## src/rtl/wwpc_pkg.sv

```systemverilog
// ----------------------------------------------------------------------------
// wwpc_pkg
// Shared widths, sizes and register codes of the weight window piece counter.
// ----------------------------------------------------------------------------
package wwpc_pkg;

  // Number of totals in the moving-average ring (2 .. 64)
  localparam int unsigned WINDOW   = 10;
  localparam int unsigned SLOT_W   = $clog2(WINDOW);

  localparam int unsigned RAW_W    = 24;
  localparam int unsigned GAIN_W   = 24;
  localparam int unsigned FRAC_W   = 16;
  localparam int unsigned PROD_W   = RAW_W + GAIN_W;
  localparam int unsigned GRAM_W   = 20;
  localparam int unsigned TOTAL_W  = GRAM_W + 1;
  localparam int unsigned SUM_W    = TOTAL_W + $clog2(WINDOW);
  localparam int unsigned COUNT_W  = 16;
  localparam int unsigned CHANGE_W = COUNT_W + 1;
  localparam int unsigned DIV_CNT_W = $clog2(SUM_W + 1);

  // Window average as (sum * AVG_RECIP) >> AVG_SHIFT, exact for any SUM_W-bit sum
  localparam int unsigned     AVG_SHIFT = SUM_W + $clog2(WINDOW);
  localparam int unsigned     RECIP_W   = SUM_W + 1;
  localparam longint unsigned AVG_RECIP = ((64'd1 << AVG_SHIFT) + WINDOW - 1) / WINDOW;

  localparam int unsigned APB_ADDR_W = 5;
  localparam int unsigned APB_DATA_W = 32;

  localparam logic [1:0] STATUS_MEASURING = 2'd0;
  localparam logic [1:0] STATUS_STABLE    = 2'd1;
  localparam logic [1:0] STATUS_ADDED     = 2'd2;
  localparam logic [1:0] STATUS_REMOVED   = 2'd3;

  typedef enum logic [2:0] {
    REG_TARE_A       = 3'd0,
    REG_TARE_B       = 3'd1,
    REG_GAIN_A       = 3'd2,
    REG_GAIN_B       = 3'd3,
    REG_UNIT_WEIGHT  = 3'd4,
    REG_MIN_WEIGHT   = 3'd5,
    REG_STEADY_LIMIT = 3'd6,
    REG_MAX_WEIGHT   = 3'd7
  } reg_idx_e;

endpackage

```

## src/rtl/weight_window_piece_counter_top.sv

```systemverilog
// ----------------------------------------------------------------------------
// weight_window_piece_counter_top
// Two-cell counting scale: grams conversion, moving-average window,
// stability check and piece counting.
// ----------------------------------------------------------------------------
// An input transaction with sensors_ready low is accepted in S_IDLE and gives
// no result. A ready transaction is followed by two walks over the window
// memory (one read per cycle), a reciprocal multiplication for the window
// average and one pass of the bit-serial divider for the piece count before
// the next one is accepted; the deviation walk overlaps the division and stays
// hidden behind it while WINDOW does not exceed SUM_W + 1. The finished result
// sits in an output register, so the next input transaction is accepted while
// it waits. The window memory needs no clearing pass: a valid bit per entry
// makes unwritten entries read as zero.
// ----------------------------------------------------------------------------
module weight_window_piece_counter_top (
  input  logic                               clk_i,
  input  logic                               rst_ni,

  input  logic                               in_valid_i,
  output logic                               in_stall_o,
  input  logic signed [wwpc_pkg::RAW_W-1:0]  raw_sample_a_i,
  input  logic signed [wwpc_pkg::RAW_W-1:0]  raw_sample_b_i,
  input  logic                               sensors_ready_i,

  output logic                               out_valid_o,
  input  logic                               out_stall_i,
  output logic [wwpc_pkg::GRAM_W-1:0]        cell_weight_a_o,
  output logic [wwpc_pkg::GRAM_W-1:0]        cell_weight_b_o,
  output logic [wwpc_pkg::GRAM_W-1:0]        average_weight_o,
  output logic [wwpc_pkg::COUNT_W-1:0]       piece_count_o,
  output logic                               steady_o,
  output logic [1:0]                         status_o,
  output logic signed [wwpc_pkg::CHANGE_W-1:0] count_change_o,
  output logic                               over_capacity_o,

  input  logic                               psel,
  input  logic                               penable,
  input  logic                               pwrite,
  input  logic [wwpc_pkg::APB_ADDR_W-1:0]    paddr,
  input  logic [wwpc_pkg::APB_DATA_W-1:0]    pwdata,
  output logic [wwpc_pkg::APB_DATA_W-1:0]    prdata,
  output logic                               pready
);

  localparam int unsigned GW = wwpc_pkg::GRAM_W;
  localparam int unsigned TW = wwpc_pkg::TOTAL_W;
  localparam int unsigned SW = wwpc_pkg::SLOT_W;

  typedef enum logic [10:0] {
    S_IDLE  = 11'b000_0000_0001,
    S_MULA  = 11'b000_0000_0010,
    S_MULB  = 11'b000_0000_0100,
    S_SATB  = 11'b000_0000_1000,
    S_WRITE = 11'b000_0001_0000,
    S_SUM   = 11'b000_0010_0000,
    S_SUMW  = 11'b000_0100_0000,
    S_AVG   = 11'b000_1000_0000,
    S_DEV   = 11'b001_0000_0000,
    S_DEVW  = 11'b010_0000_0000,
    S_FIN   = 11'b100_0000_0000
  } state_e;

  // --------------------------------------------------------------------------
  // Configuration registers
  // --------------------------------------------------------------------------
  logic [wwpc_pkg::RAW_W-1:0]  tare_a_q, tare_b_q;
  logic [wwpc_pkg::GAIN_W-1:0] gain_a_q, gain_b_q;
  logic [GW-1:0]               unit_weight_q, min_weight_q, steady_limit_q, max_weight_q;
  logic                        cfg_wr;
  wwpc_pkg::reg_idx_e          cfg_idx;

  assign pready  = 1'b1;
  assign cfg_wr  = psel & penable & pwrite;
  assign cfg_idx = wwpc_pkg::reg_idx_e'(paddr[4:2]);

  always_ff @(posedge clk_i or negedge rst_ni) begin
    if (!rst_ni) begin
      tare_a_q       <= '0;
      tare_b_q       <= '0;
      gain_a_q       <= wwpc_pkg::GAIN_W'(65536);
      gain_b_q       <= wwpc_pkg::GAIN_W'(65536);
      unit_weight_q  <= GW'(1000);
      min_weight_q   <= GW'(100);
      steady_limit_q <= GW'(50);
      max_weight_q   <= GW'(20000);
    end else if (cfg_wr) begin
      unique case (cfg_idx)
        wwpc_pkg::REG_TARE_A:       tare_a_q       <= pwdata[wwpc_pkg::RAW_W-1:0];
        wwpc_pkg::REG_TARE_B:       tare_b_q       <= pwdata[wwpc_pkg::RAW_W-1:0];
        wwpc_pkg::REG_GAIN_A:       gain_a_q       <= pwdata[wwpc_pkg::GAIN_W-1:0];
        wwpc_pkg::REG_GAIN_B:       gain_b_q       <= pwdata[wwpc_pkg::GAIN_W-1:0];
        wwpc_pkg::REG_UNIT_WEIGHT:  unit_weight_q  <= pwdata[GW-1:0];
        wwpc_pkg::REG_MIN_WEIGHT:   min_weight_q   <= pwdata[GW-1:0];
        wwpc_pkg::REG_STEADY_LIMIT: steady_limit_q <= pwdata[GW-1:0];
        wwpc_pkg::REG_MAX_WEIGHT:   max_weight_q   <= pwdata[GW-1:0];
      endcase
    end
  end

  always_comb begin
    unique case (cfg_idx)
      wwpc_pkg::REG_TARE_A:       prdata = wwpc_pkg::APB_DATA_W'(tare_a_q);
      wwpc_pkg::REG_TARE_B:       prdata = wwpc_pkg::APB_DATA_W'(tare_b_q);
      wwpc_pkg::REG_GAIN_A:       prdata = wwpc_pkg::APB_DATA_W'(gain_a_q);
      wwpc_pkg::REG_GAIN_B:       prdata = wwpc_pkg::APB_DATA_W'(gain_b_q);
      wwpc_pkg::REG_UNIT_WEIGHT:  prdata = wwpc_pkg::APB_DATA_W'(unit_weight_q);
      wwpc_pkg::REG_MIN_WEIGHT:   prdata = wwpc_pkg::APB_DATA_W'(min_weight_q);
      wwpc_pkg::REG_STEADY_LIMIT: prdata = wwpc_pkg::APB_DATA_W'(steady_limit_q);
      wwpc_pkg::REG_MAX_WEIGHT:   prdata = wwpc_pkg::APB_DATA_W'(max_weight_q);
    endcase
  end

  // --------------------------------------------------------------------------
  // Sequencer
  // --------------------------------------------------------------------------
  state_e state_q, state_d;
  logic   in_acc;
  logic   out_load;
  logic   out_valid_q;
  logic   div_busy;
  logic   idx_last;
  logic [SW-1:0] idx_q;

  assign in_stall_o = (state_q != S_IDLE);
  assign in_acc     = in_valid_i & ~in_stall_o;
  assign out_load   = (state_q == S_FIN) & (~out_valid_q | ~out_stall_i);
  assign idx_last   = (idx_q == SW'(wwpc_pkg::WINDOW - 1));

  always_comb begin
    state_d = state_q;
    unique case (state_q)
      S_IDLE:  if (in_acc && sensors_ready_i) state_d = S_MULA;
      S_MULA:  state_d = S_MULB;
      S_MULB:  state_d = S_SATB;
      S_SATB:  state_d = S_WRITE;
      S_WRITE: state_d = S_SUM;
      S_SUM:   if (idx_last) state_d = S_SUMW;
      S_SUMW:  state_d = S_AVG;
      S_AVG:   state_d = S_DEV;
      S_DEV:   if (idx_last) state_d = S_DEVW;
      S_DEVW:  if (!div_busy) state_d = S_FIN;
      S_FIN:   if (out_load) state_d = S_IDLE;
      default: state_d = S_IDLE;
    endcase
  end

  always_ff @(posedge clk_i or negedge rst_ni) begin
    if (!rst_ni) begin
      state_q <= S_IDLE;
    end else begin
      state_q <= state_d;
    end
  end

  // --------------------------------------------------------------------------
  // Grams conversion: one shared multiplier, cell A then cell B
  // --------------------------------------------------------------------------
  logic signed [wwpc_pkg::RAW_W-1:0] raw_a_q, raw_b_q;
  logic signed [wwpc_pkg::RAW_W:0]   diff_a, diff_b, diff_sel;
  logic [wwpc_pkg::GAIN_W-1:0]       gain_sel;
  logic                              diff_pos;
  logic [wwpc_pkg::PROD_W-1:0]       prod_q;
  logic                              pos_q;
  logic [GW-1:0]                     grams;
  logic [GW-1:0]                     wa_q, wb_q;

  assign diff_a   = (wwpc_pkg::RAW_W+1)'(raw_a_q) - (wwpc_pkg::RAW_W+1)'(signed'(tare_a_q));
  assign diff_b   = (wwpc_pkg::RAW_W+1)'(raw_b_q) - (wwpc_pkg::RAW_W+1)'(signed'(tare_b_q));
  assign diff_sel = (state_q == S_MULA) ? diff_a : diff_b;
  assign gain_sel = (state_q == S_MULA) ? gain_a_q : gain_b_q;
  assign diff_pos = ~diff_sel[wwpc_pkg::RAW_W] & (diff_sel != '0);

  // Drop the fraction, saturate at full scale, zero for non-positive difference
  always_comb begin
    if (!pos_q) begin
      grams = '0;
    end else if (prod_q[wwpc_pkg::PROD_W-1:wwpc_pkg::FRAC_W+GW] != '0) begin
      grams = '1;
    end else begin
      grams = prod_q[wwpc_pkg::FRAC_W+GW-1:wwpc_pkg::FRAC_W];
    end
  end

  always_ff @(posedge clk_i) begin
    if (in_acc) begin
      raw_a_q <= raw_sample_a_i;
      raw_b_q <= raw_sample_b_i;
    end
    if (state_q == S_MULA || state_q == S_MULB) begin
      prod_q <= diff_sel[wwpc_pkg::RAW_W-1:0] * gain_sel;
      pos_q  <= diff_pos;
    end
    if (state_q == S_MULB) wa_q <= grams;
    if (state_q == S_SATB) wb_q <= grams;
  end

  // --------------------------------------------------------------------------
  // Window memory. The write lands in S_WRITE before any walk read is issued,
  // so reads never overlap a pending write to the same entry.
  // --------------------------------------------------------------------------
  logic [TW-1:0]              win_mem [wwpc_pkg::WINDOW];
  logic [wwpc_pkg::WINDOW-1:0] win_vld_q;
  logic [SW-1:0]              slot_q;
  logic [TW-1:0]              rd_data_q;
  logic                       rd_vld_q;
  logic [TW-1:0]              entry;

  always_ff @(posedge clk_i) begin
    if (state_q == S_WRITE) begin
      win_mem[slot_q] <= TW'(wa_q) + TW'(wb_q);
    end
    rd_data_q <= win_mem[idx_q];
  end

  always_ff @(posedge clk_i or negedge rst_ni) begin
    if (!rst_ni) begin
      win_vld_q <= '0;
      slot_q    <= '0;
      rd_vld_q  <= 1'b0;
    end else begin
      rd_vld_q <= win_vld_q[idx_q];
      if (state_q == S_WRITE) begin
        win_vld_q[slot_q] <= 1'b1;
        slot_q <= (slot_q == SW'(wwpc_pkg::WINDOW - 1)) ? '0 : slot_q + 1'b1;
      end
    end
  end

  assign entry = rd_vld_q ? rd_data_q : '0;

  // --------------------------------------------------------------------------
  // Window walks: sum, then maximum deviation from the average
  // --------------------------------------------------------------------------
  logic [wwpc_pkg::SUM_W-1:0] acc_q;
  logic [wwpc_pkg::SUM_W+wwpc_pkg::RECIP_W-1:0] avg_prod;
  logic [TW-1:0]              avg_q;
  logic [TW-1:0]              maxdev_q;
  logic [TW-1:0]              dev;
  logic                       acc_en_q, dev_en_q;
  logic                       div_start;
  logic [wwpc_pkg::SUM_W-1:0] div_dividend;
  logic [GW-1:0]              div_divisor;
  logic [wwpc_pkg::SUM_W-1:0] div_quot;

  assign dev      = (entry > avg_q) ? entry - avg_q : avg_q - entry;
  assign avg_prod = acc_q * wwpc_pkg::RECIP_W'(wwpc_pkg::AVG_RECIP);

  always_ff @(posedge clk_i or negedge rst_ni) begin
    if (!rst_ni) begin
      acc_en_q <= 1'b0;
      dev_en_q <= 1'b0;
    end else begin
      acc_en_q <= (state_q == S_SUM);
      dev_en_q <= (state_q == S_DEV);
    end
  end

  always_ff @(posedge clk_i) begin
    if (state_q == S_WRITE || state_q == S_AVG) begin
      idx_q <= '0;
    end else if (state_q == S_SUM || state_q == S_DEV) begin
      idx_q <= idx_last ? '0 : idx_q + 1'b1;
    end

    if (state_q == S_WRITE) begin
      acc_q <= '0;
    end else if (acc_en_q) begin
      acc_q <= acc_q + wwpc_pkg::SUM_W'(entry);
    end

    if (state_q == S_AVG) begin
      avg_q    <= avg_prod[wwpc_pkg::AVG_SHIFT +: TW];
      maxdev_q <= '0;
    end else if (dev_en_q && dev > maxdev_q) begin
      maxdev_q <= dev;
    end
  end

  // Divider: piece count, run during the deviation walk
  assign div_start    = (state_q == S_DEV) & (idx_q == '0);
  assign div_dividend = wwpc_pkg::SUM_W'(avg_q);
  assign div_divisor  = unit_weight_q;

  wwpc_div u_div (
    .clk_i      (clk_i),
    .rst_ni     (rst_ni),
    .start_i    (div_start),
    .dividend_i (div_dividend),
    .divisor_i  (div_divisor),
    .busy_o     (div_busy),
    .quot_o     (div_quot)
  );

  // --------------------------------------------------------------------------
  // Result assembly
  // --------------------------------------------------------------------------
  logic [wwpc_pkg::COUNT_W-1:0]        prev_count_q;
  logic                                above_min;
  logic [wwpc_pkg::COUNT_W-1:0]        count;
  logic [TW-1:0]                       avg_kept;
  logic                                stable;
  logic signed [wwpc_pkg::CHANGE_W-1:0] change;
  logic [1:0]                          status;
  logic                                over;
  logic [GW-1:0]                       avg_out;

  assign above_min = avg_q > TW'(min_weight_q);
  assign stable    = maxdev_q < TW'(steady_limit_q);
  assign avg_kept  = above_min ? avg_q : '0;
  assign over      = avg_kept > TW'(max_weight_q);
  assign avg_out   = over ? max_weight_q : avg_kept[GW-1:0];

  always_comb begin
    if (!above_min) begin
      count = '0;
    end else if (div_quot[wwpc_pkg::SUM_W-1:wwpc_pkg::COUNT_W] != '0) begin
      count = '1;
    end else begin
      count = div_quot[wwpc_pkg::COUNT_W-1:0];
    end
  end

  always_comb begin
    change = '0;
    status = stable ? wwpc_pkg::STATUS_STABLE : wwpc_pkg::STATUS_MEASURING;
    if (stable && count != prev_count_q) begin
      change = signed'({1'b0, count}) - signed'({1'b0, prev_count_q});
      status = (count > prev_count_q) ? wwpc_pkg::STATUS_ADDED : wwpc_pkg::STATUS_REMOVED;
    end
  end

  always_ff @(posedge clk_i or negedge rst_ni) begin
    if (!rst_ni) begin
      prev_count_q <= '0;
      out_valid_q  <= 1'b0;
    end else begin
      if (out_load) begin
        prev_count_q <= count;
        out_valid_q  <= 1'b1;
      end else if (!out_stall_i) begin
        out_valid_q <= 1'b0;
      end
    end
  end

  always_ff @(posedge clk_i) begin
    if (out_load) begin
      cell_weight_a_o  <= wa_q;
      cell_weight_b_o  <= wb_q;
      average_weight_o <= avg_out;
      piece_count_o    <= count;
      steady_o         <= stable;
      status_o         <= status;
      count_change_o   <= change;
      over_capacity_o  <= over;
    end
  end

  assign out_valid_o = out_valid_q;

endmodule

```

## src/rtl/wwpc_div.sv

```systemverilog
// ----------------------------------------------------------------------------
// wwpc_div
// Bit-serial restoring divider, one quotient bit per cycle.
// A zero divisor yields an all-ones quotient.
// ----------------------------------------------------------------------------
module wwpc_div (
  input  logic                          clk_i,
  input  logic                          rst_ni,
  input  logic                          start_i,
  input  logic [wwpc_pkg::SUM_W-1:0]    dividend_i,
  input  logic [wwpc_pkg::GRAM_W-1:0]   divisor_i,
  output logic                          busy_o,
  output logic [wwpc_pkg::SUM_W-1:0]    quot_o
);

  logic                            busy_q;
  logic [wwpc_pkg::DIV_CNT_W-1:0]  cnt_q;
  logic [wwpc_pkg::GRAM_W-1:0]     rem_q;
  logic [wwpc_pkg::GRAM_W-1:0]     dvs_q;
  logic [wwpc_pkg::SUM_W-1:0]      quo_q;

  logic [wwpc_pkg::GRAM_W:0]       trial;
  logic [wwpc_pkg::GRAM_W:0]       diff;
  logic                            ge;

  assign trial = {rem_q, quo_q[wwpc_pkg::SUM_W-1]};
  assign ge    = trial >= {1'b0, dvs_q};
  assign diff  = trial - {1'b0, dvs_q};

  always_ff @(posedge clk_i or negedge rst_ni) begin
    if (!rst_ni) begin
      busy_q <= 1'b0;
      cnt_q  <= '0;
    end else if (start_i) begin
      busy_q <= 1'b1;
      cnt_q  <= wwpc_pkg::DIV_CNT_W'(wwpc_pkg::SUM_W);
    end else if (busy_q) begin
      cnt_q <= cnt_q - 1'b1;
      if (cnt_q == wwpc_pkg::DIV_CNT_W'(1)) begin
        busy_q <= 1'b0;
      end
    end
  end

  // Dividend shifts out at the top while quotient bits shift in at the bottom
  always_ff @(posedge clk_i) begin
    if (start_i) begin
      rem_q <= '0;
      dvs_q <= divisor_i;
      quo_q <= dividend_i;
    end else if (busy_q) begin
      rem_q <= ge ? diff[wwpc_pkg::GRAM_W-1:0] : trial[wwpc_pkg::GRAM_W-1:0];
      quo_q <= {quo_q[wwpc_pkg::SUM_W-2:0], ge};
    end
  end

  assign busy_o = busy_q;
  assign quot_o = quo_q;

endmodule
```

## config.mk

```make
export PLATFORM = sky130hd
export DESIGN_NAME = weight_window_piece_counter_top
export DESIGN_NICKNAME = d
export VERILOG_FILES = /design/src/rtl/wwpc_pkg.sv /design/src/rtl/weight_window_piece_counter_top.sv /design/src/rtl/wwpc_div.sv
export SDC_FILE = /design/constraint.sdc
export NUM_CORES = 2
export LEC_CHECK = 0
export BUFFER_PORTS_ARGS = -buffer_cell sky130_fd_sc_hd__clkbuf_2
export CORE_AREA = 2 2 379 381
export CTS_BUF_LIST = sky130_fd_sc_hd__clkbuf_8
export DETAILED_ROUTE_END_ITERATION = 12
export DIE_AREA = 0 0 381 383
export GPL_TIMING_DRIVEN = 0
export SLEW_MARGIN = 5
export SYNTH_ARGS = -nofsm -noshare
export SYNTH_HDL_FRONTEND = slang
export SYNTH_SLANG_ARGS = --single-unit
```

## constraint.sdc

```tcl
create_clock -name clk_i -period 10.4 [get_ports clk_i]
set_clock_uncertainty 0.2 [all_clocks]
set_input_delay 1.56 -clock clk_i [delete_from_list [all_inputs] [get_ports clk_i]]
set_output_delay 1.56 -clock clk_i [all_outputs]
set_load 0.01 [all_outputs]
```

==> flow_metrics.env <==
export IMPL_io_pins=225
export IMPL_final_layout_size_suffix_gt1_frac=0.120
export IMPL_globalRouteOverflowTotal=0
export IMPL_start_kind="flip-flop"
export IMPL_grtUsageTotal=0.291
export IMPL_vias=50400
export IMPL_crit_path_frequent_cell="fa_1"
export IMPL_holdWs_ps=259
export IMPL_async_reset_ff_frac=0.280
export IMPL_ys_ff_latch=812
export IMPL_grt_pass1_vias=51100
export IMPL_via_per_inst=5.54
export IMPL_grt_pass1_wl_um=316000
export IMPL_fin_area_um2=76700
export IMPL_synth_cell_type_count=92
export IMPL_placed_cell_area_um2=72800
export IMPL_synth_edf_count=490
export IMPL_drtIter0Drc=3929
export IMPL_path_clk_slew_ps=60
export IMPL_die_h_um=383
export IMPL_max_freq_ghz=0.0988
export IMPL_place_hpwl_um=170000
export IMPL_min_period_over_period=0.973
export IMPL_gp_congestion=1.00
export IMPL_fin_nets=8544
export IMPL_cts_htree_levels=4
export IMPL_worstPathArrival_ps=10540
export IMPL_antenna_found_initial=14
export IMPL_nFillCells=12900
export IMPL_grt_max_degree=81
export IMPL_firstDrtPassIters=8
export IMPL_setup_viol=0
export IMPL_dieArea_um2=146000
export IMPL_syn2layout_area_growth_pct=11.2
export IMPL_numPortBuffers=203
export IMPL_drv_cap=0
export IMPL_critPathCaptureType="flip-flop"
export IMPL_cts_buffers=146
export IMPL_rows=139
export IMPL_crit_type="flip-flop to flip-flop"
export IMPL_slowest_stage="fa_1"
export IMPL_cp_required_ps=10820
export IMPL_seq_area_frac_synth=0.323
export IMPL_layout_common_cells="inv_1, fa_1, ha_1"
export IMPL_drc=0
export IMPL_status="finished clean"
export IMPL_relSlewSlack=0.212
export IMPL_clock_root_buffer="clkbuf_8"
export IMPL_worstPathMaxFanout=7
export IMPL_synthFlopType="edfxtp_1"
export IMPL_ant_nets=0
export IMPL_worstSkewPairLatency_ps=910
export IMPL_clock_sinks=812
export IMPL_min_period_ps=10120
export IMPL_holdBufCountCts=0
export IMPL_cts_tree="built"
export IMPL_syn_area_um2=69000
export IMPL_slew_viol_final=0
export IMPL_final_common_cell="inv_1"
export IMPL_clock_path_buffers=3
export IMPL_syn_inst=6638
export IMPL_avgRoutedWirePerCell_um=23.2
export IMPL_hold_class="flip-flop to flip-flop"
export IMPL_slowest_delay_ps=580
export IMPL_syn_avg_cell_area_um2=10.4
export IMPL_dieWidth_um=381
export IMPL_core_um2=142000
export IMPL_hold_viol=0
export IMPL_start_util=0.485
export IMPL_finalWirelength_um=211000
export IMPL_tightestPinTransition_ps=1180
export IMPL_synth_warnings=0
[layer usage]
metal	wire [um]	vias up	global-route usage
met1	85000	25400	0.372
met3	11700	504	0.0404
met4	13300	2	0.157
met2	101000	1703	0.480
met5	13	-	0
li1	-	22800	-
[registers in the layout, indices dropped and copies added, names as in the netlist, 21 cells and up]
name          cells
acc_q            25
avg_q            21
gain_a_q         24
gain_b_q         24
maxdev_q         21
prod_q           32
raw_a_q          24
raw_b_q          24
rd_data_q        21
tare_a_q         24
tare_b_q         24
u_div.quot_o     25
win_mem         210
[what timing repair did]
| action | CTS | global route |
|---|---|---|
| hold endpoints to repair | 0 | 0 |
| gates resized for setup | 53 | 129 |
| pin swaps | 6 | 55 |
| gates cloned | 0 | 1 |
| setup endpoints to repair | 31 | 16 |
| setup buffers | 8 | 38 |
[metrics by stage]
| step | TNS (ps) | util | cells | setup WS, ps |
|---|---|---|---|---|
| 2_1_floorplan | 0 | - | 6645 | 825 |
| 3_3_place_gp | -39940 | 0.509 | 8751 | -2070 |
| 3_5_place_dp | -33750 | 0.512 | 8768 | -1800 |
| 4_1_cts | 0 | 0.534 | 9044 | 14.9 |
| 5_1_grt | -352 | 0.539 | 9087 | -89.2 |
| 6_report | 0 | 0.539 | 9087 | 282 |
[cell families (layout without fill, tap and decap cells)]
kind of cell,Yosys count,count (layout),share of synthesized area
and+or+nand+nor,1610,1610,0.105
buffers and inverters,1420,1951,0.0779
xor gates and xnor gates,159,159,0.0202
muxes,263,263,0.0510
AOI/OAI and AO/OA,974,974,0.0901
adders and majority gates,1398,1398,0.332
DFF,812,812,0.323
other,2,17,0.000109
[cell usage after synthesis (15+ instances only)]
cell      count  share of area
nor2b_1      68         0.0062
dfstp_2      20         0.0076
a31oi_1      27         0.0024
a21oi_1     252          0.018
nand2_1     539          0.029
mux4_2       58          0.019
fa_1        721           0.21
edfxtp_1    490           0.21
a21o_1      112          0.012
o221ai_1     16         0.0020
o21ai_0     247          0.018
dfxtp_1      95          0.028
mux2i_1      85          0.012
a211oi_1     60         0.0065
o211ai_1     15         0.0016
nand3_1      76         0.0055
o21a_1       92          0.010
nor4_1       19         0.0017
nor2_1      545          0.030
or2_2        21         0.0019
buf_1        18        0.00098
or3_1        23         0.0021
o21bai_1     20         0.0022
nand2b_1     85         0.0077
mux2_2      118          0.019
nor3_1       64         0.0046
inv_1      1179          0.064
clkbuf_1    205          0.011
ha_1        677           0.12
a21boi_0     16         0.0017
and2_1       57         0.0052
and3_1       24         0.0022
dfrtp_1     207          0.075
xnor2_1     108          0.014
xor2_1       51         0.0065
nand4_1      39         0.0035
[area by class of cell]
| class | instances | area (um^2) | area share |
|---|---|---|---|
| multi-input cells | 4413 | 41900 | 0.546 |
| flip-flops and latches | 812 | 22300 | 0.291 |
| inverters | 1183 | 4440 | 0.0579 |
| well taps | 1903 | 2380 | 0.0310 |
| clock buffers | 156 | 2150 | 0.0280 |
| repair buffers | 267 | 1690 | 0.0220 |
| plain buffers | 230 | 1020 | 0.0133 |
| clock inverters | 115 | 828 | 0.0108 |
| diodes | 8 | 20.0 | 0.000261 |
[path summary, 6_finish.rpt]
check	from	endpoint	slack [ps]	depth (start not counted)
worst max-delay path	tare_b_q[2]	prod_q[47]	280	36
worst min-delay path	wb_q[10]	cell_weight_b_o[10]	260	0
worst max register to register	tare_b_q[2]	prod_q[47]	280	36
worst min register to register	wb_q[10]	cell_weight_b_o[10]	260	0
max in group asynchronous	rst_ni	gain_a_q[16]	8560	2
min in group asynchronous	rst_ni	u_div.cnt_q[3]	520	1
[worst max-delay path: cells and delay by family (launching register included)]
kind | cells | cell delay, ps
flops | 1 | 400
fa+ha+maj | 9 | 4120
simple gates | 5 | 640
buf+inv | 8 | 850
xor+xnor | 1 | 100
compound gates | 13 | 3520
Power is not shown: default switching activity piles up to over one toggle a cycle in this logic, so the estimate is an artifact.
